$ cat src/design/lcwc_pkg.sv
package lcwc_pkg;

  // Field and register widths
  localparam int ADC_BITS   = 24;
  localparam int WEIGHT_W   = 32;
  localparam int CAL_W      = ADC_BITS + WEIGHT_W;
  localparam int CAL_POINTS = 4;
  localparam int SEGMENTS   = CAL_POINTS - 1;
  localparam int SEG_IDX_W  = $clog2(CAL_POINTS);
  localparam int ALPHA_W    = 16;
  localparam int THR_W      = 31;
  localparam int OP_W       = 3;
  localparam int CFG_IDX_W  = 3;
  localparam int CFG_DATA_W = CAL_W;

  // Timeout streak
  localparam int FAIL_LIMIT = 3;
  localparam int FAIL_W     = $clog2(FAIL_LIMIT + 1);

  // Internal arithmetic widths
  localparam int DIFF_W    = WEIGHT_W + 1;
  localparam int SUM_W     = WEIGHT_W + 2;
  localparam int PROD_W    = CAL_W;
  localparam int MUL_A_W   = DIFF_W;
  localparam int MUL_B_W   = WEIGHT_W;
  localparam int DIV_CNT_W = $clog2(WEIGHT_W);

  // Register reset values
  localparam logic [ALPHA_W-1:0] ALPHA_FAST_RST = ALPHA_W'(32768);
  localparam logic [ALPHA_W-1:0] ALPHA_SLOW_RST = ALPHA_W'(6554);
  localparam logic [THR_W-1:0]   BIG_DELTA_RST  = THR_W'(10240);
  localparam logic [THR_W-1:0]   DEADBAND_RST   = THR_W'(51);

  typedef logic signed [ADC_BITS-1:0] adc_t;
  typedef logic signed [WEIGHT_W-1:0] weight_t;

  localparam weight_t WEIGHT_MAX = {1'b0, {(WEIGHT_W-1){1'b1}}};
  localparam weight_t WEIGHT_MIN = {1'b1, {(WEIGHT_W-1){1'b0}}};

  typedef enum logic [OP_W-1:0] {
    OP_SAMPLE      = 3'd0,
    OP_TIMEOUT     = 3'd1,
    OP_TARE_REQ    = 3'd2,
    OP_TARE_CLR    = 3'd3,
    OP_REINIT_DONE = 3'd4
  } op_t;

  typedef enum logic [CFG_IDX_W-1:0] {
    REG_CAL_0      = 3'd0,
    REG_CAL_1      = 3'd1,
    REG_CAL_2      = 3'd2,
    REG_CAL_3      = 3'd3,
    REG_ALPHA_FAST = 3'd4,
    REG_ALPHA_SLOW = 3'd5,
    REG_BIG_DELTA  = 3'd6,
    REG_DEADBAND   = 3'd7
  } cfg_reg_t;

  typedef enum logic [4:0] {
    ST_IDLE,
    ST_DECODE,
    ST_SEG,
    ST_PREP,
    ST_CAL_MUL,
    ST_DIV_GO,
    ST_DIV_WAIT,
    ST_INTERP,
    ST_TARE,
    ST_OFFSET,
    ST_SM_DIFF,
    ST_SM_ALPHA,
    ST_SM_MUL,
    ST_SM_ADD,
    ST_DB_DIFF,
    ST_DB_CMP,
    ST_FINISH
  } state_t;

  typedef struct packed {
    logic [CAL_POINTS-1:0][CAL_W-1:0] cal_point;
    logic [ALPHA_W-1:0]               alpha_fast;
    logic [ALPHA_W-1:0]               alpha_slow;
    logic [THR_W-1:0]                 big_delta;
    logic [THR_W-1:0]                 deadband;
  } cfg_t;

  // Calibration point unpacking
  function automatic adc_t point_raw(input logic [CAL_W-1:0] p);
    return p[ADC_BITS-1:0];
  endfunction

  function automatic weight_t point_wt(input logic [CAL_W-1:0] p);
    return p[CAL_W-1:ADC_BITS];
  endfunction

  // Clamp a widened sum back into the weight range
  function automatic weight_t sat_weight(input logic signed [SUM_W-1:0] v);
    logic [SUM_W-WEIGHT_W:0] top;
    top = v[SUM_W-1:WEIGHT_W-1];
    if (!v[SUM_W-1] && (|top)) begin
      return WEIGHT_MAX;
    end else if (v[SUM_W-1] && !(&top)) begin
      return WEIGHT_MIN;
    end else begin
      return v[WEIGHT_W-1:0];
    end
  endfunction

endpackage

$ cat src/design/lcwc_div.sv
module lcwc_div (
  input  logic                             clk,
  input  logic                             rst,
  input  logic                             start,
  input  logic [lcwc_pkg::PROD_W-1:0]      dividend,
  input  logic [lcwc_pkg::ADC_BITS-1:0]    divisor,
  output logic                             done,
  output logic [lcwc_pkg::WEIGHT_W-1:0]    quotient
);

  // Restoring divider, one quotient bit per cycle. The caller guarantees
  // the quotient fits WEIGHT_W bits, so the upper dividend bits start as
  // the partial remainder.
  logic                                 busy;
  logic [lcwc_pkg::DIV_CNT_W-1:0]       cnt;
  logic [lcwc_pkg::ADC_BITS-1:0]        rem;
  logic [lcwc_pkg::ADC_BITS-1:0]        dvs;
  logic [lcwc_pkg::ADC_BITS+1:0]        trial;
  logic [lcwc_pkg::ADC_BITS:0]          shifted;
  logic                                 borrow;

  assign shifted  = {rem, quotient[lcwc_pkg::WEIGHT_W-1]};
  assign trial    = {1'b0, shifted} - {2'b00, dvs};
  assign borrow   = trial[lcwc_pkg::ADC_BITS+1];

  // Control
  always_ff @(posedge clk) begin
    if (rst) begin
      busy <= 1'b0;
      done <= 1'b0;
      cnt  <= '0;
    end else begin
      done <= 1'b0;
      if (start) begin
        busy <= 1'b1;
        cnt  <= lcwc_pkg::DIV_CNT_W'(lcwc_pkg::WEIGHT_W - 1);
      end else if (busy) begin
        cnt <= cnt - lcwc_pkg::DIV_CNT_W'(1);
        if (cnt == '0) begin
          busy <= 1'b0;
          done <= 1'b1;
        end
      end
    end
  end

  // Remainder and quotient shift
  always_ff @(posedge clk) begin
    if (start) begin
      rem      <= dividend[lcwc_pkg::PROD_W-1:lcwc_pkg::WEIGHT_W];
      quotient <= dividend[lcwc_pkg::WEIGHT_W-1:0];
      dvs      <= divisor;
    end else if (busy) begin
      rem      <= borrow ? shifted[lcwc_pkg::ADC_BITS-1:0] : trial[lcwc_pkg::ADC_BITS-1:0];
      quotient <= {quotient[lcwc_pkg::WEIGHT_W-2:0], ~borrow};
    end
  end

endmodule

$ cat config.mk
export PLATFORM = sky130hd
export DESIGN_NAME = lcwc_div
export DESIGN_NICKNAME = d
export VERILOG_FILES = /design/src/design/lcwc_pkg.sv /design/src/design/lcwc_div.sv
export SDC_FILE = /design/constraint.sdc
export NUM_CORES = 1
export LEC_CHECK = 0
export BUFFER_PORTS_ARGS = -buffer_cell sky130_fd_sc_hd__buf_2
export CORE_MARGIN = 5
export CORE_UTILIZATION = 50
export DETAILED_ROUTE_END_ITERATION = 7
export PLACE_DENSITY = 0.82
export SLEW_MARGIN = 0
export SYNTH_ARGS = -nofsm -noshare
export SYNTH_HDL_FRONTEND = slang
export SYNTH_SLANG_ARGS = --single-unit
$ cat constraint.sdc
create_clock -name clk -period 3.9 [get_ports clk]
set_input_delay 0.78 -clock clk [delete_from_list [all_inputs] [get_ports clk]]
set_output_delay 0.78 -clock clk [all_outputs]
set_load 0.01 [all_outputs]
==> results.json <==
{
  "r2r_slack_ns": 0.75,
  "cp_data_required_time_ns": 4.02,
  "yosys.area.top_type": "edfxtp_1",
  "die_area_um2": 12000,
  "cts_setup_buffers": 0,
  "portBuffers": 115,
  "reg2regPathDepth": 9,
  "clk_pin_slew_ns": 0.09,
  "yosysWarnings": 0,
  "slowest_delay_ns": 0.43,
  "setup_violations": 0,
  "drt_iter0_drc": 233,
  "async_flop_share": 0,
  "max-clock-path-buffers": 2,
  "fin_skew_ns": 0.0112,
  "start_util": 0.509,
  "synth_top_area_share": 0.485,
  "n_antenna_cell": 0,
  "rr_startpoint": "rem[0]",
  "hold_viol_final": 0,
  "r2r_end": "rem[15]",
  "timing.critical_path.cells": "ha_1 -> nor2b_1 -> o2111ai_1 -> a21oi_2 -> o21bai_1 -> a311o_2 -> nand2_2 -> mux2_1 -> mux2_2",
  "p_per_area_nw_per_um2": 565,
  "grt_pass1_vias": 3782,
  "drive_gt1_frac": 0.339,
  "vias": 3734,
  "leakage_nw": 2.48,
  "final_cell_area_um2": 5870,
  "power_mw": 3.32,
  "die_w_um": 110,
  "std_cell_rows": 36,
  "vias_per_cell": 5.51,
  "gp_congestion": 0.930,
  "clk_latency_ns": 0.36,
  "cts_tree": "yes",
  "grt_max_degree": 54,
  "fin_nets": 650,
  "drt_pass1_iterations": 4,
  "clockPowerShare": 0.194,
  "fmax_mhz": 317,
  "p_sw_frac": 0.347,
  "tightestPinTransition_ns": 0.883,
  "grt_pass1_wl_mm": 17.7,
  "ys_types": 58,
  "drtAntennaViolNets": 0,
  "maxCapViolations": 0,
  "area_growth_pct": 18.5,
  "cp_max_fo": 19,
  "wl_per_cell_um": 16.4,
  "internal_power_mw": 2.16,
  "syn_area_per_cell_um2": 11.6,
  "synthTopCellsByCount": "edfxtp_1, mux2_2, a21oi_1, inv_1, nor2_1",
  "slowest_stage": "a311o_2",
  "cp-end-kind": "flop",
  "p_seq_frac": 0.392,
  "hold_path.class": "flop to flop",
  "synth_top_flop_cell": "edfxtp_1",
  "combPwrFrac": 0.414,
  "setup_slack_ns": 0.750,
  "core_area_um2": 9730,
  "setup_tns_ns": 0,
  "finish.utilization": 0.603,
  "syn_area_um2": 4950,
  "synth_cells": 426,
  "yosysMostFrequentCell": "edfxtp_1",
  "dp_hpwl_mm": 8.18,
  "htreeDepth": 3,
  "drt_wl_total_mm": 11.1,
  "synth_edf_count": 80,
  "grt_overflow": 0,
  "status": "complete, no violations",
  "post-route-period-util": 0.808,
  "root_buffer": "clkbuf_8",
  "ys_ff_latch": 87,
  "yosysSeqAreaShare": 0.514,
  "synth.area.top_cells": "edfxtp_1, mux2_2, ha_1",
  "fin_crit_ns": 3.15,
  "cts_sinks": 87,
  "cts_hold_buf": 0,
  "endpoint": "rem[15]",
  "rsz0062_at_grt": "false",
  "synth_fp_nets": 536,
  "die_y_um": 110,
  "critPathKind": "flop to flop",
  "pin_count": 116,
  "cp-start-kind": "flop",
  "dpl_cell_area_um2": 5670,
  "antenna_found_initial": 0,
  "post-place-ws_ns": 0.794,
  "vdd_drop_max_uv": 242,
  "slew_headroom": 0.411,
  "p_sw_mw": 1.15,
  "cts_resized": 0,
  "startpoint": "rem[0]",
  "cts_buffers": 9,
  "slew_violations": 0,
  "grt_util_all_layers": 0.191,
  "drc": 0,
  "arrival_ns": 3.27
}
## power by group through the flow
stage	logic, mW	clock network, mW	registers, mW
3_3_place_gp	1.31	0	1.31
6_report	1.37	0.643	1.30
4_1_cts	1.36	0.657	1.30
2_1_floorplan	1.04	0	1.31
3_5_place_dp	1.35	0	1.32
5_1_grt	1.52	0.697	1.32
## flip-flops by register name (all words and copies together), names as in the netlist
name and cells:
quotient 32, dvs 24, rem 24, busy 1, done 1, cnt 5
## routing by layer
| metal | part of all wire | wire [um] | track usage | vias up |
|---|---|---|---|---|
| met5 | 0 | 0 | 0 | - |
| met4 | 0.021 | 238 | 0.0766 | 0 |
| met3 | 0.088 | 978 | 0.0570 | 18 |
| met2 | 0.48 | 5340 | 0.313 | 155 |
| met1 | 0.41 | 4560 | 0.236 | 1755 |
| li1 | - | - | - | 1806 |
## placed cells by master, fill, tap and decap left out, types with 3 or more instances in the layout
master    instances
nand2b_1          3
buf_2           114
ha_1             26
mux2_1            7
o21a_1            5
a21oi_1          34
nand4_1           5
xor2_1            6
nor3_1            4
a21o_1            8
mux2_2           43
inv_1            29
a221o_1           4
clkbuf_8         10
nor2_1           28
xnor2_1          17
buf_4             3
edfxtp_1         80
o21ai_0           8
nor3b_1           4
and2_1            3
nor2b_1           8
dfxtp_1           7
o21ai_1          11
nand2_1          26
nand3_1           6
## worst min path at each step
stage	start	endpoint	slack [ns]	cells past startpoint
after detailed placement	cnt[4]	done	0.55	2
after floorplan	cnt[4]	done	0.52	2
after global placement	quotient[28]	quotient[29]	0.55	1
final	cnt[4]	done	0.57	2
after global routing	divisor[21]	dvs[21]	0.57	1
after CTS	cnt[4]	done	0.56	2
## kinds of logic after synthesis
family          after synthesis  synth area share
simple gates                101             0.103
compound gates               92             0.121
flops                        87             0.514
mux                          52             0.118
buf+inv                      44            0.0346
fa+ha+maj                    27            0.0697
xor+xnor                     23            0.0407
## critical path: cells and delay by family (launching register included)
family / cells / cell delay (ns)
compound gates: 4 / 0.99
mux: 2 / 0.65
simple gates: 2 / 0.57
flops: 1 / 0.42
fa+ha+maj: 1 / 0.29
## cell type report
type	instances	area, um2
clock buffer	12	145
inverter	29	109
tap	133	166
sequential	87	2540
clock inverter	4	55.1
timing repair buffer	118	613
multi-input combinational	295	2240
fill	849	3860
## metrics by stage
stage / cells / hold WS [ns]
final: 678 / 0.566
after global routing: 678 / 0.567
after CTS: 678 / 0.565
after detailed placement: 662 / 0.550
after global placement: 662 / 0.554
after floorplan: 426 / 0.525
No activity file was read; power rests on OpenSTA's default activity.
