**src/design/lcwc_pkg.sv**
```systemverilog
package lcwc_pkg;

  // Field and register widths
  localparam int ADC_BITS   = 24;
  localparam int WEIGHT_W   = 32;
  localparam int CAL_W      = ADC_BITS + WEIGHT_W;
  localparam int CAL_POINTS = 4;
  localparam int SEGMENTS   = CAL_POINTS - 1;
  localparam int SEG_IDX_W  = $clog2(CAL_POINTS);
  localparam int ALPHA_W    = 16;
  localparam int THR_W      = 31;
  localparam int OP_W       = 3;
  localparam int CFG_IDX_W  = 3;
  localparam int CFG_DATA_W = CAL_W;

  // Timeout streak
  localparam int FAIL_LIMIT = 3;
  localparam int FAIL_W     = $clog2(FAIL_LIMIT + 1);

  // Internal arithmetic widths
  localparam int DIFF_W    = WEIGHT_W + 1;
  localparam int SUM_W     = WEIGHT_W + 2;
  localparam int PROD_W    = CAL_W;
  localparam int MUL_A_W   = DIFF_W;
  localparam int MUL_B_W   = WEIGHT_W;
  localparam int DIV_CNT_W = $clog2(WEIGHT_W);

  // Register reset values
  localparam logic [ALPHA_W-1:0] ALPHA_FAST_RST = ALPHA_W'(32768);
  localparam logic [ALPHA_W-1:0] ALPHA_SLOW_RST = ALPHA_W'(6554);
  localparam logic [THR_W-1:0]   BIG_DELTA_RST  = THR_W'(10240);
  localparam logic [THR_W-1:0]   DEADBAND_RST   = THR_W'(51);

  typedef logic signed [ADC_BITS-1:0] adc_t;
  typedef logic signed [WEIGHT_W-1:0] weight_t;

  localparam weight_t WEIGHT_MAX = {1'b0, {(WEIGHT_W-1){1'b1}}};
  localparam weight_t WEIGHT_MIN = {1'b1, {(WEIGHT_W-1){1'b0}}};

  typedef enum logic [OP_W-1:0] {
    OP_SAMPLE      = 3'd0,
    OP_TIMEOUT     = 3'd1,
    OP_TARE_REQ    = 3'd2,
    OP_TARE_CLR    = 3'd3,
    OP_REINIT_DONE = 3'd4
  } op_t;

  typedef enum logic [CFG_IDX_W-1:0] {
    REG_CAL_0      = 3'd0,
    REG_CAL_1      = 3'd1,
    REG_CAL_2      = 3'd2,
    REG_CAL_3      = 3'd3,
    REG_ALPHA_FAST = 3'd4,
    REG_ALPHA_SLOW = 3'd5,
    REG_BIG_DELTA  = 3'd6,
    REG_DEADBAND   = 3'd7
  } cfg_reg_t;

  typedef enum logic [4:0] {
    ST_IDLE,
    ST_DECODE,
    ST_SEG,
    ST_PREP,
    ST_CAL_MUL,
    ST_DIV_GO,
    ST_DIV_WAIT,
    ST_INTERP,
    ST_TARE,
    ST_OFFSET,
    ST_SM_DIFF,
    ST_SM_ALPHA,
    ST_SM_MUL,
    ST_SM_ADD,
    ST_DB_DIFF,
    ST_DB_CMP,
    ST_FINISH
  } state_t;

  typedef struct packed {
    logic [CAL_POINTS-1:0][CAL_W-1:0] cal_point;
    logic [ALPHA_W-1:0]               alpha_fast;
    logic [ALPHA_W-1:0]               alpha_slow;
    logic [THR_W-1:0]                 big_delta;
    logic [THR_W-1:0]                 deadband;
  } cfg_t;

  // Calibration point unpacking
  function automatic adc_t point_raw(input logic [CAL_W-1:0] p);
    return p[ADC_BITS-1:0];
  endfunction

  function automatic weight_t point_wt(input logic [CAL_W-1:0] p);
    return p[CAL_W-1:ADC_BITS];
  endfunction

  // Clamp a widened sum back into the weight range
  function automatic weight_t sat_weight(input logic signed [SUM_W-1:0] v);
    logic [SUM_W-WEIGHT_W:0] top;
    top = v[SUM_W-1:WEIGHT_W-1];
    if (!v[SUM_W-1] && (|top)) begin
      return WEIGHT_MAX;
    end else if (v[SUM_W-1] && !(&top)) begin
      return WEIGHT_MIN;
    end else begin
      return v[WEIGHT_W-1:0];
    end
  endfunction

endpackage

```
**src/design/lcwc_cfg.sv**
```systemverilog
module lcwc_cfg (
  input  logic                             clk,
  input  logic                             rst,
  input  logic                             cfg_we,
  input  logic [lcwc_pkg::CFG_IDX_W-1:0]   cfg_index,
  input  logic [lcwc_pkg::CFG_DATA_W-1:0]  cfg_wdata,
  output lcwc_pkg::cfg_t                   cfg
);

  // Register file with write decode
  always_ff @(posedge clk) begin
    if (rst) begin
      cfg.cal_point  <= '0;
      cfg.alpha_fast <= lcwc_pkg::ALPHA_FAST_RST;
      cfg.alpha_slow <= lcwc_pkg::ALPHA_SLOW_RST;
      cfg.big_delta  <= lcwc_pkg::BIG_DELTA_RST;
      cfg.deadband   <= lcwc_pkg::DEADBAND_RST;
    end else if (cfg_we) begin
      unique case (cfg_index) inside
        lcwc_pkg::REG_CAL_0, lcwc_pkg::REG_CAL_1,
        lcwc_pkg::REG_CAL_2, lcwc_pkg::REG_CAL_3: begin
          cfg.cal_point[cfg_index[lcwc_pkg::SEG_IDX_W-1:0]] <=
            cfg_wdata[lcwc_pkg::CAL_W-1:0];
        end
        lcwc_pkg::REG_ALPHA_FAST: begin
          cfg.alpha_fast <= cfg_wdata[lcwc_pkg::ALPHA_W-1:0];
        end
        lcwc_pkg::REG_ALPHA_SLOW: begin
          cfg.alpha_slow <= cfg_wdata[lcwc_pkg::ALPHA_W-1:0];
        end
        lcwc_pkg::REG_BIG_DELTA: begin
          cfg.big_delta <= cfg_wdata[lcwc_pkg::THR_W-1:0];
        end
        lcwc_pkg::REG_DEADBAND: begin
          cfg.deadband <= cfg_wdata[lcwc_pkg::THR_W-1:0];
        end
        default: begin
        end
      endcase
    end
  end

endmodule

```
**config.mk**
```make
export PLATFORM = sky130hd
export DESIGN_NAME = lcwc_cfg
export DESIGN_NICKNAME = d
export VERILOG_FILES = /design/src/design/lcwc_pkg.sv /design/src/design/lcwc_cfg.sv
export SDC_FILE = /design/constraint.sdc
export NUM_CORES = 1
export LEC_CHECK = 0
export BUFFER_PORTS_ARGS = -buffer_cell sky130_fd_sc_hd__buf_4
export CAP_MARGIN = 10
export CORE_ASPECT_RATIO = 1.5
export CORE_UTILIZATION = 25
export CTS_BUF_LIST = sky130_fd_sc_hd__clkbuf_4
export DETAILED_ROUTE_END_ITERATION = 10
export MAX_ROUTING_LAYER = met4
export SETUP_SLACK_MARGIN = 0.15
export SLEW_MARGIN = 0
export SYNTH_ARGS = -nofsm -noshare
export SYNTH_HDL_FRONTEND = slang
export SYNTH_SLANG_ARGS = --single-unit
```
**constraint.sdc**
```tcl
create_clock -name clk -period 3.6 [get_ports clk]
set_input_delay 0.18 -clock clk [delete_from_list [all_inputs] [get_ports clk]]
set_output_delay 0.18 -clock clk [all_outputs]
set_load 0.005 [all_outputs]
```
==> results of run 1 <==
Yosys cell counts (all sizes together):
| cell | count | share of area |
|---|---|---|
| mux2i | 318 | 0.26 |
| nor4b | 1 | 0.0019 |
| nand4b | 3 | 0.0021 |
| nor2 | 25 | 0.0075 |
| dfxtp | 318 | 0.51 |
| nand2b | 360 | 0.18 |
| and4b | 1 | 0.00080 |
| nand4 | 1 | 0.00050 |
| nor4bb | 1 | 0.00080 |
| or4b | 1 | 0.0011 |
| buf | 45 | 0.023 |
| nand4bb | 3 | 0.0027 |
| clkbuf | 41 | 0.012 |
power groups by stage:
stage	sequential, W	clock [W]	combinational [W]
after floorplan	0.00372	0	0.000289
after global placement	0.00372	0	0.000573
after detailed placement	0.00372	0	0.000580
after CTS	0.00364	0.00317	0.000636
after global routing	0.00365	0.00334	0.000672
final	0.00364	0.00304	0.000623
what timing repair did:
| item | in CTS | in global routing |
|---|---|---|
| hold buffers | 61 | 0 |
| endpoints found under the hold margin | 318 | 0 |
| gates resized for setup | 0 | 0 |
worst max path at each step:
stage,startpoint,end,slack [ns],depth (start not counted)
floorplan,cfg_index[2],cfg[146]$_SDFFE_PP0P_,2.32,5
global placement,cfg_index[2],cfg[226]$_SDFFE_PP0P_,1.76,4
detailed placement,cfg_index[2],cfg[236]$_SDFFE_PP0P_,1.71,4
CTS,cfg_index[1],cfg[73]$_SDFFE_PP1P_,1.87,5
global route,cfg_index[1],cfg[73]$_SDFFE_PP1P_,1.82,5
finish,cfg_index[1],cfg[73]$_SDFFE_PP1P_,1.80,5
cell families (layout without fill, tap and decap cells):
logic type,Yosys count,in the layout,synth area share
mux,318,318,0.256
simple gates,396,396,0.198
other cells,0,3,0
buf+inv,86,582,0.0352
flops,318,318,0.511
worst max-delay path, cell delays in order:
cell and delay [ns]:
dlygate4sd3_1 0.58, buf_4 0.20, and4b_1 0.76, mux2i_1 0.24, dlygate4sd3_1 0.56
placed cells by master (no fill, tap or decap), drive strengths merged:
master and count:
and4b 1, buf 391, bufinv 2, clkbuf 113, clkinv 15, dfxtp 318
diode 3, dlygate4sd3 61, mux2i 318, nand2b 360, nand4 1, nand4b 3
nand4bb 3, nor2 25, nor4b 1, nor4bb 1, or4b 1
cell type report:
type | count | area, um^2
clock inverters | 17 | 119
flip-flops and latches | 318 | 6370
clock buffers | 112 | 841
diodes | 3 | 7.51
repair buffers | 453 | 3580
multi-input cells | 714 | 5710
well taps | 656 | 821
fillers | 4975 | 31500
metrics by stage:
stage / hold slack, ns / cell area [um^2] / setup slack, ns / std cells / power [W]
2_1_floorplan: 0.341 / 12500 / 2.32 / 1118 / 0.00401
3_3_place_gp: 0.439 / 15900 / 1.76 / 2080 / 0.00429
3_5_place_dp: 0.453 / 15900 / 1.71 / 2080 / 0.00430
4_1_cts: 0.000397 / 17400 / 1.87 / 2270 / 0.00744
5_1_grt: 0.0806 / 17400 / 1.82 / 2272 / 0.00765
6_report: 0.0645 / 17400 / 1.80 / 2273 / 0.00731
metal layers:
metal / up-vias / part of all wire / track usage
li1: 4627 / - / -
met1: 4470 / 0.39 / 0.163
met2: 324 / 0.50 / 0.268
met3: 99 / 0.063 / 0.0467
met4: 0 / 0.047 / 0.0943
met5: - / 0 / -
==> flow_metrics.py, run 1 <==
metrics = {
    "status": {
        "status": "finished clean",
    },
    "pwr": {
        "pwr-share-comb": 0.085,
        "switching_share": 0.248,
        "p_switching_w": 0.00182,
        "p_clk_frac": 0.417,
        "internal_power_w": 0.00549,
        "p_leak_nw": 8.65,
        "p_per_area_mw_per_mm2": 419,
        "share_seq_of_total_power": 0.498,
        "vdd_drop_max_v": 0.000237,
    },
    "floorplanning": {
        "design.die.area_mm2": 0.0507,
        "ios": 380,
        "initial_utilization": 0.255,
        "die_y_um": 275,
        "core_mm2": 0.0489,
        "num_rows": 99,
        "die_width_um": 184,
    },
    "timing": {
        "min_period_ns": 1.80,
        "tightest_slew_ns": 1.01,
        "relSlewSlack": 0.321,
        "finClkSkew_ns": 0,
        "slew_viol_final": 0,
        "tns_ns": 0,
        "grt_setup_unrepaired": "false",
        "fmax_mhz": 554,
        "post-route-period-util": 0.501,
        "finalHoldViolCount": 0,
        "setup_viol": 0,
    },
    "placement": {
        "place_hpwl_um": 26600,
        "gp_congestion": 0.763,
        "port_buffers": 379,
    },
    "synthesis": {
        "yosysSeqAreaShare": 0.511,
        "syn-cell-area_mm2": 0.0125,
        "synth_cells": 1118,
        "yosysWarningCount": 0,
        "synth_cell_types": 17,
        "ys_seq_elements": 318,
        "syn_avg_cell_area_um2": 11.1,
        "syn_nets": 1180,
    },
    "route": {
        "vias_per_cell": 4.19,
        "route.detailed.drc": 0,
        "drt_iter0_markers": 355,
        "drt-pass1-iter-count": 5,
        "wl_per_cell_um": 17.5,
        "drt_wl_total_um": 39700,
        "num_vias": 9520,
        "ant_nets": 0,
    },
    "worst_setup_path": {
        "path_class": "in -> reg",
        "reg2reg_slack_ns": 2.43,
        "worstSetupEndpointType": "register",
        "ff2ff_path_depth": 3,
        "worstSetupStartpointType": "input port",
        "critical_path_arrival_ns": 2.53,
        "reg2reg_from": "cfg[73]$_SDFFE_PP1P_",
        "worstReg2RegEnd": "cfg[73]$_SDFFE_PP1P_",
        "crit_path_max_fanout": 11,
        "required_ns": 4.33,
    },
    "clocking": {
        "insertion_delay_ns": 0.79,
        "clk_pin_slew_ns": 0.06,
        "cts_tree": "built",
        "htreeDepth": 3,
        "cts_root_buf": "clkbuf_4",
        "clock_sink_count": 318,
        "cts_setup_buffers": 0,
        "clock_path_buffers": 3,
        "cts_buffers": 83,
    },
    "cells_and_area": {
        "reg.largest.list": "cfg (318)",
        "area_delta_synth_final_pct": 40.0,
        "fin_util": 0.357,
        "top_register": "cfg",
        "layout-drive-gt1-share": 0.318,
        "nets": 1632,
        "largest_register_ffs": 318,
    },
    "worst_hold_path": {
        "worst_hold_path_type": "in -> reg",
        "min_from": "rst",
        "hold_path_depth": 3,
        "hold_path_end": "cfg[42]$_SDFFE_PP1P_",
    },
    "global_routing": {
        "gr-total-overflow": 0,
        "grt_pass1_wl_um": 58500,
        "grt_antenna_before_repair": 2,
        "grt_max_degree": 135,
        "grt_pass1_vias": 10000,
        "grt_usage": 0.159,
    },
    "run": {
        "maxCapViolCount": 0,
    },
}
No activity file was read; power rests on OpenSTA's default activity.
==> inputs of run 2 (changes only) <==
clock period = 1.6 ns   (was 3.6 ns; I/O delays follow)
==> run 2 against run 1 <==
Effect of this change:
- routed wire length is 6.7% higher
- clock skew stayed put
- final area is 3.8% higher
- clock power is 130% higher
- via count is 3.4% higher
- register-to-register slack worse by 2.0 ns
- critical path type unchanged
- critical endpoint is now cfg[44]$_SDFFE_PP1P_
- largest power group unchanged
==> flow_metrics.py, run 2 (same netlist as run 1, synthesis figures left out) <==
metrics = {
    "status": {
        "status": "finished clean",
    },
    "route": {
        "num_vias": 9844,
        "route.detailed.drc": 0,
        "vias_per_cell": 4.22,
        "ant_nets": 0,
        "drt_iter0_markers": 267,
        "drt-pass1-iter-count": 4,
        "wl_per_cell_um": 18.2,
        "drt_wl_total_um": 42400,
    },
    "floorplanning": {
        "core_mm2": 0.0489,
        "ios": 380,
        "initial_utilization": 0.255,
        "die_width_um": 184,
        "die_y_um": 275,
        "num_rows": 99,
        "design.die.area_mm2": 0.0507,
    },
    "cells_and_area": {
        "seq_area_mm2": 0.00637,
        "nets": 1683,
        "final_common_cell": "buf_4",
        "fillCellCount": 4893,
        "area_delta_synth_final_pct": 45.4,
        "multi_input_area_mm2": 0.00571,
        "top_register": "cfg",
        "reg.largest.list": "cfg (318)",
        "layout-drive-gt1-share": 0.325,
        "largest_register_ffs": 318,
        "final_cell_mix": "396 x buf_4, 360 x nand2b_1, 318 x mux2i_1, 318 x dfxtp_1, 116 x clkbuf_4",
    },
    "timing": {
        "slew_viol_final": 0,
        "min_period_ns": 1.49,
        "relSlewSlack": 0.540,
        "fmax_mhz": 671,
        "grt_setup_unrepaired": "true",
        "finalHoldViolCount": 0,
        "finClkSkew_ns": 0,
        "setup_viol": 0,
        "tns_ns": 0,
        "post-route-period-util": 0.931,
        "tightest_slew_ns": 0.687,
        "worst_slack_ns": 0.110,
    },
    "placement": {
        "port_buffers": 379,
        "gp_congestion": 0.800,
        "place_hpwl_um": 28000,
        "pre_cts_ws_ns": 0.208,
    },
    "clocking": {
        "insertion_delay_ns": 0.72,
        "cts_buffers": 84,
        "clk_pin_slew_ns": 0.06,
        "clock_sink_count": 318,
        "cts_root_buf": "clkbuf_4",
        "clock_path_buffers": 3,
        "cts_tree": "built",
        "htreeDepth": 3,
    },
    "worst_setup_path": {
        "path_class": "in -> reg",
        "cpMostUsedCell": "dlygate4sd3_1",
        "required_ns": 2.20,
        "crit_chain": "dlygate4sd3_1 -> buf_4 -> nand4b_1 -> clkbuf_16 -> mux2i_1 -> dlygate4sd3_1",
        "path_delay_family": "buffers and inverters",
        "worstSetupStartpointType": "input port",
        "worstSetupEndpointType": "register",
        "path_buf_inv": 4,
        "crit_path_max_fanout": 16,
        "critPathLaunch": "cfg_index[0]",
        "slowest_stage": "dlygate4sd3_1",
        "critical_path_arrival_ns": 2.09,
        "cp_slowest_stage_delay_ns": 0.56,
        "reg2reg_from": "cfg[65]$_SDFFE_PP1P_",
    },
    "run": {
        "maxCapViolCount": 0,
    },
    "global_routing": {
        "grt_usage": 0.166,
        "grt_max_degree": 62,
        "grt_pass1_vias": 10500,
        "grt_antenna_before_repair": 2,
        "grt_pass1_wl_um": 61700,
        "gr-total-overflow": 0,
    },
    "pwr": {
        "p_per_area_mw_per_mm2": 916,
        "p_leak_nw": 8.96,
        "vdd_drop_max_v": 0.000530,
    },
    "worst_hold_path": {
        "min_from": "rst",
        "worst_hold_path_type": "in -> reg",
    },
}
## run 2: report_power, final
part	internal, W	switching, W
sequential	0.00809	0.000102
clock	0.00349	0.00337
combinational	0.000832	0.000691
## run 2: per-stage QoR
stage | power, W | hold WS, ns | util | instances | cell area [um^2]
after global routing | 0.0174 | 0.0683 | 0.370 | 2333 | 18100
after CTS | 0.0169 | 0.0141 | 0.369 | 2327 | 18000
after detailed placement | 0.00973 | 0.355 | 0.331 | 2100 | 16200
after global placement | 0.00971 | 0.344 | 0.331 | 2100 | 16200
after floorplan | 0.00902 | 0.241 | - | 1118 | 12500
final | 0.0166 | 0.124 | 0.370 | 2334 | 18100
## run 2: path summary, 6_finish.rpt
path / to / slack (ns) / cells past startpoint
worst min register to register: cfg[119]$_SDFFE_PP0P_ / 0.47 / 2
worst max-delay path: cfg[44]$_SDFFE_PP1P_ / 0.11 / 6
worst max register to register: cfg[65]$_SDFFE_PP1P_ / 0.39 / 3
worst min-delay path: cfg[220]$_SDFFE_PP0P_ / 0.12 / 4
## run 2: per-layer routing
layer  track usage  share of wire
met2         0.293           0.52
met1         0.168           0.38
met4        0.0842          0.038
met5             -              0
met3        0.0462          0.065
## run 2: repair_timing
| item | in CTS | in global routing |
|---|---|---|
| setup endpoints to repair | 0 | 8 |
| hold endpoints to repair | 318 | 0 |
| setup buffers | 0 | 2 |
| hold buffers | 87 | 0 |
| resized for setup | 0 | 6 |
## run 2: layout make-up
class                      instances  share of cell area
timing repair buffer             503               0.233
sequential                       318               0.352
tap                              656              0.0453
clock buffer                     116              0.0481
multi-input combinational        714               0.315
clock inverter                    24             0.00677
antenna                            3            0.000415
## run 2: worst min-delay path: cells and delay by family
kind          cells  cell delay (ns)
simple gates      1             0.11
buf+inv           2             0.53
mux               1             0.06
==> inputs of run 3 (changes only) <==
CORE_UTILIZATION = 35   (was 25)
CTS_CLUSTER_DIAMETER = 120   (was default)
==> run 3 against run 2 <==
Effect of this change:
- first-iteration DRC count up 5.2%
- critical path depth is the same
- via count is 0.20% lower
- sequential power about the same
==> flow_metrics.py, run 3 (same netlist as run 1, synthesis figures left out) <==
metrics = {
    "pwr": {
        "p_clk_frac": 0.403,
        "p_leak_nw": 9.02,
        "switching_share": 0.246,
        "p_switching_w": 0.00402,
        "internal_power_w": 0.0123,
        "share_seq_of_total_power": 0.502,
        "vdd_drop_max_v": 0.000645,
        "p_per_area_mw_per_mm2": 905,
        "pwr-share-comb": 0.095,
    },
    "floorplanning": {
        "num_rows": 84,
        "die_y_um": 233,
        "design.die.area_mm2": 0.0364,
        "initial_utilization": 0.355,
        "core_mm2": 0.0351,
        "ios": 380,
        "die_width_um": 156,
    },
    "route": {
        "top_layer": "met4",
        "drt-pass1-iter-count": 4,
        "route.detailed.drc": 0,
        "wl_met3_um": 2370,
        "met2_length_um": 20300,
        "vias_per_cell": 4.54,
        "drt_wl_total_um": 39500,
        "m1WireLength_um": 15500,
        "drt_iter0_markers": 281,
        "num_vias": 9824,
        "ant_nets": 0,
        "wl_per_cell_um": 18.3,
    },
    "placement": {
        "gp_congestion": 0.774,
        "place_hpwl_um": 25400,
        "port_buffers": 379,
    },
    "global_routing": {
        "grt_antenna_before_repair": 2,
        "grt_max_degree": 54,
        "grt_usage": 0.217,
        "gr-total-overflow": 0,
        "grt_pass1_wl_um": 58000,
        "grt_pass1_vias": 10000,
    },
    "worst_setup_path": {
        "cpMostUsedCell": "dlygate4sd3_1",
        "slowest_stage": "dlygate4sd3_1",
        "path_buf_inv": 4,
        "worstSetupStartpointType": "input port",
        "crit_chain": "dlygate4sd3_1 -> buf_4 -> and4b_2 -> buf_6 -> mux2i_1 -> dlygate4sd3_1",
        "critical_path_arrival_ns": 2.17,
        "reg2reg_from": "cfg[5]$_SDFFE_PP1P_",
        "crit_path_max_fanout": 11,
        "path_delay_family": "buffers and inverters",
        "critPathLaunch": "cfg_index[1]",
        "worstSetupEndpointType": "register",
        "path_class": "in -> reg",
        "required_ns": 2.30,
        "cp_slowest_stage_delay_ns": 0.58,
    },
    "clocking": {
        "insertion_delay_ns": 0.73,
        "cts_tree": "built",
        "clk_pin_slew_ns": 0.07,
        "clock_path_buffers": 3,
        "cts_root_buf": "clkbuf_4",
        "htreeDepth": 3,
        "clock_sink_count": 318,
        "cts_buffers": 79,
    },
    "cells_and_area": {
        "final_common_cell": "buf_4",
        "top_register": "cfg",
        "largest_register_ffs": 318,
        "nets": 1704,
        "seq_area_mm2": 0.00637,
        "area_delta_synth_final_pct": 44.6,
        "final_cell_mix": "413 x buf_4, 360 x nand2b_1, 318 x mux2i_1, 318 x dfxtp_1, 112 x clkbuf_4",
        "layout-drive-gt1-share": 0.329,
        "fillCellCount": 3322,
        "reg.largest.list": "cfg (318)",
        "multi_input_area_mm2": 0.00571,
    },
    "run": {
        "maxCapViolCount": 0,
    },
    "worst_hold_path": {
        "min_from": "rst",
        "worst_hold_path_type": "in -> reg",
    },
    "status": {
        "status": "finished clean",
    },
    "timing": {
        "setup_viol": 0,
        "post-route-period-util": 0.919,
        "fmax_mhz": 680,
        "finClkSkew_ns": 0,
        "relSlewSlack": 0.566,
        "min_period_ns": 1.47,
        "tightest_slew_ns": 0.650,
        "tns_ns": 0,
        "finalHoldViolCount": 0,
        "grt_setup_unrepaired": "true",
        "slew_viol_final": 0,
        "holdWs_ns": 0.0145,
    },
}
[run 3: cell types whose count changed in the layout (fill, tap and decap cells not counted), moves of 2 or more]
| cell | before | now |
|---|---|---|
| buf_4 | 396 | 413 |
| dlygate4sd3_1 | 87 | 98 |
| clkinv_1 | 18 | 9 |
| clkbuf_4 | 116 | 112 |
| clkinv_2 | 2 | 0 |
[run 3: worst paths after layout]
check | to | slack [ns] | cells past startpoint
setup / recovery | cfg[69]$_SDFFE_PP1P_ | 0.13 | 6
hold / removal | cfg[73]$_SDFFE_PP1P_ | 0.01 | 4
setup reg to reg | cfg[5]$_SDFFE_PP1P_ | 0.39 | 3
hold reg to reg | cfg[122]$_SDFFE_PP0P_ | 0.47 | 2
[run 3: final cells by class]
type | instances | area share
sequential | 318 | 0.353
multi-input combinational | 714 | 0.317
timing repair buffer | 529 | 0.245
clock buffer | 112 | 0.0467
tap | 473 | 0.0329
clock inverter | 13 | 0.00417
antenna | 4 | 0.000556
[run 3: through the flow]
step / utilization / instances / worst slack [ns] / power [W] / cell area (um^2)
after floorplan: - / 1118 / 0.417 / 0.00902 / 12500
after global placement: 0.455 / 1920 / 0.235 / 0.00970 / 16000
after detailed placement: 0.455 / 1920 / 0.211 / 0.00971 / 16000
after CTS: 0.509 / 2144 / 0.193 / 0.0165 / 17900
after global routing: 0.513 / 2162 / 0.159 / 0.0170 / 18000
final: 0.513 / 2163 / 0.130 / 0.0163 / 18000
[run 3: tightest hold or removal path, stage by stage]
cell      delay [ns]
clkbuf_8        0.23
buf_4           0.20
nor2_1          0.06
mux2i_1         0.12
[run 3: repair_timing]
action,4_1_cts,5_1_grt
gates resized for setup,0,5
hold buffers,99,0
endpoints found under the hold margin,318,0
buffers inserted,0,14
endpoints found under the setup margin,0,9
[run 3: per-layer routing]
layer	up-vias	global-route usage
met5	-	-
met4	0	0.105
met3	75	0.0540
met2	316	0.378
met1	4654	0.227
li1	4779	-
[run 3: power groups by stage]
stage	sequential (W)	clock [W]	combinational, W
4_1_cts	0.00818	0.00680	0.00154
3_5_place_dp	0.00836	0	0.00135
2_1_floorplan	0.00837	0	0.000649
6_report	0.00818	0.00657	0.00154
5_1_grt	0.00820	0.00719	0.00165
3_3_place_gp	0.00836	0	0.00134
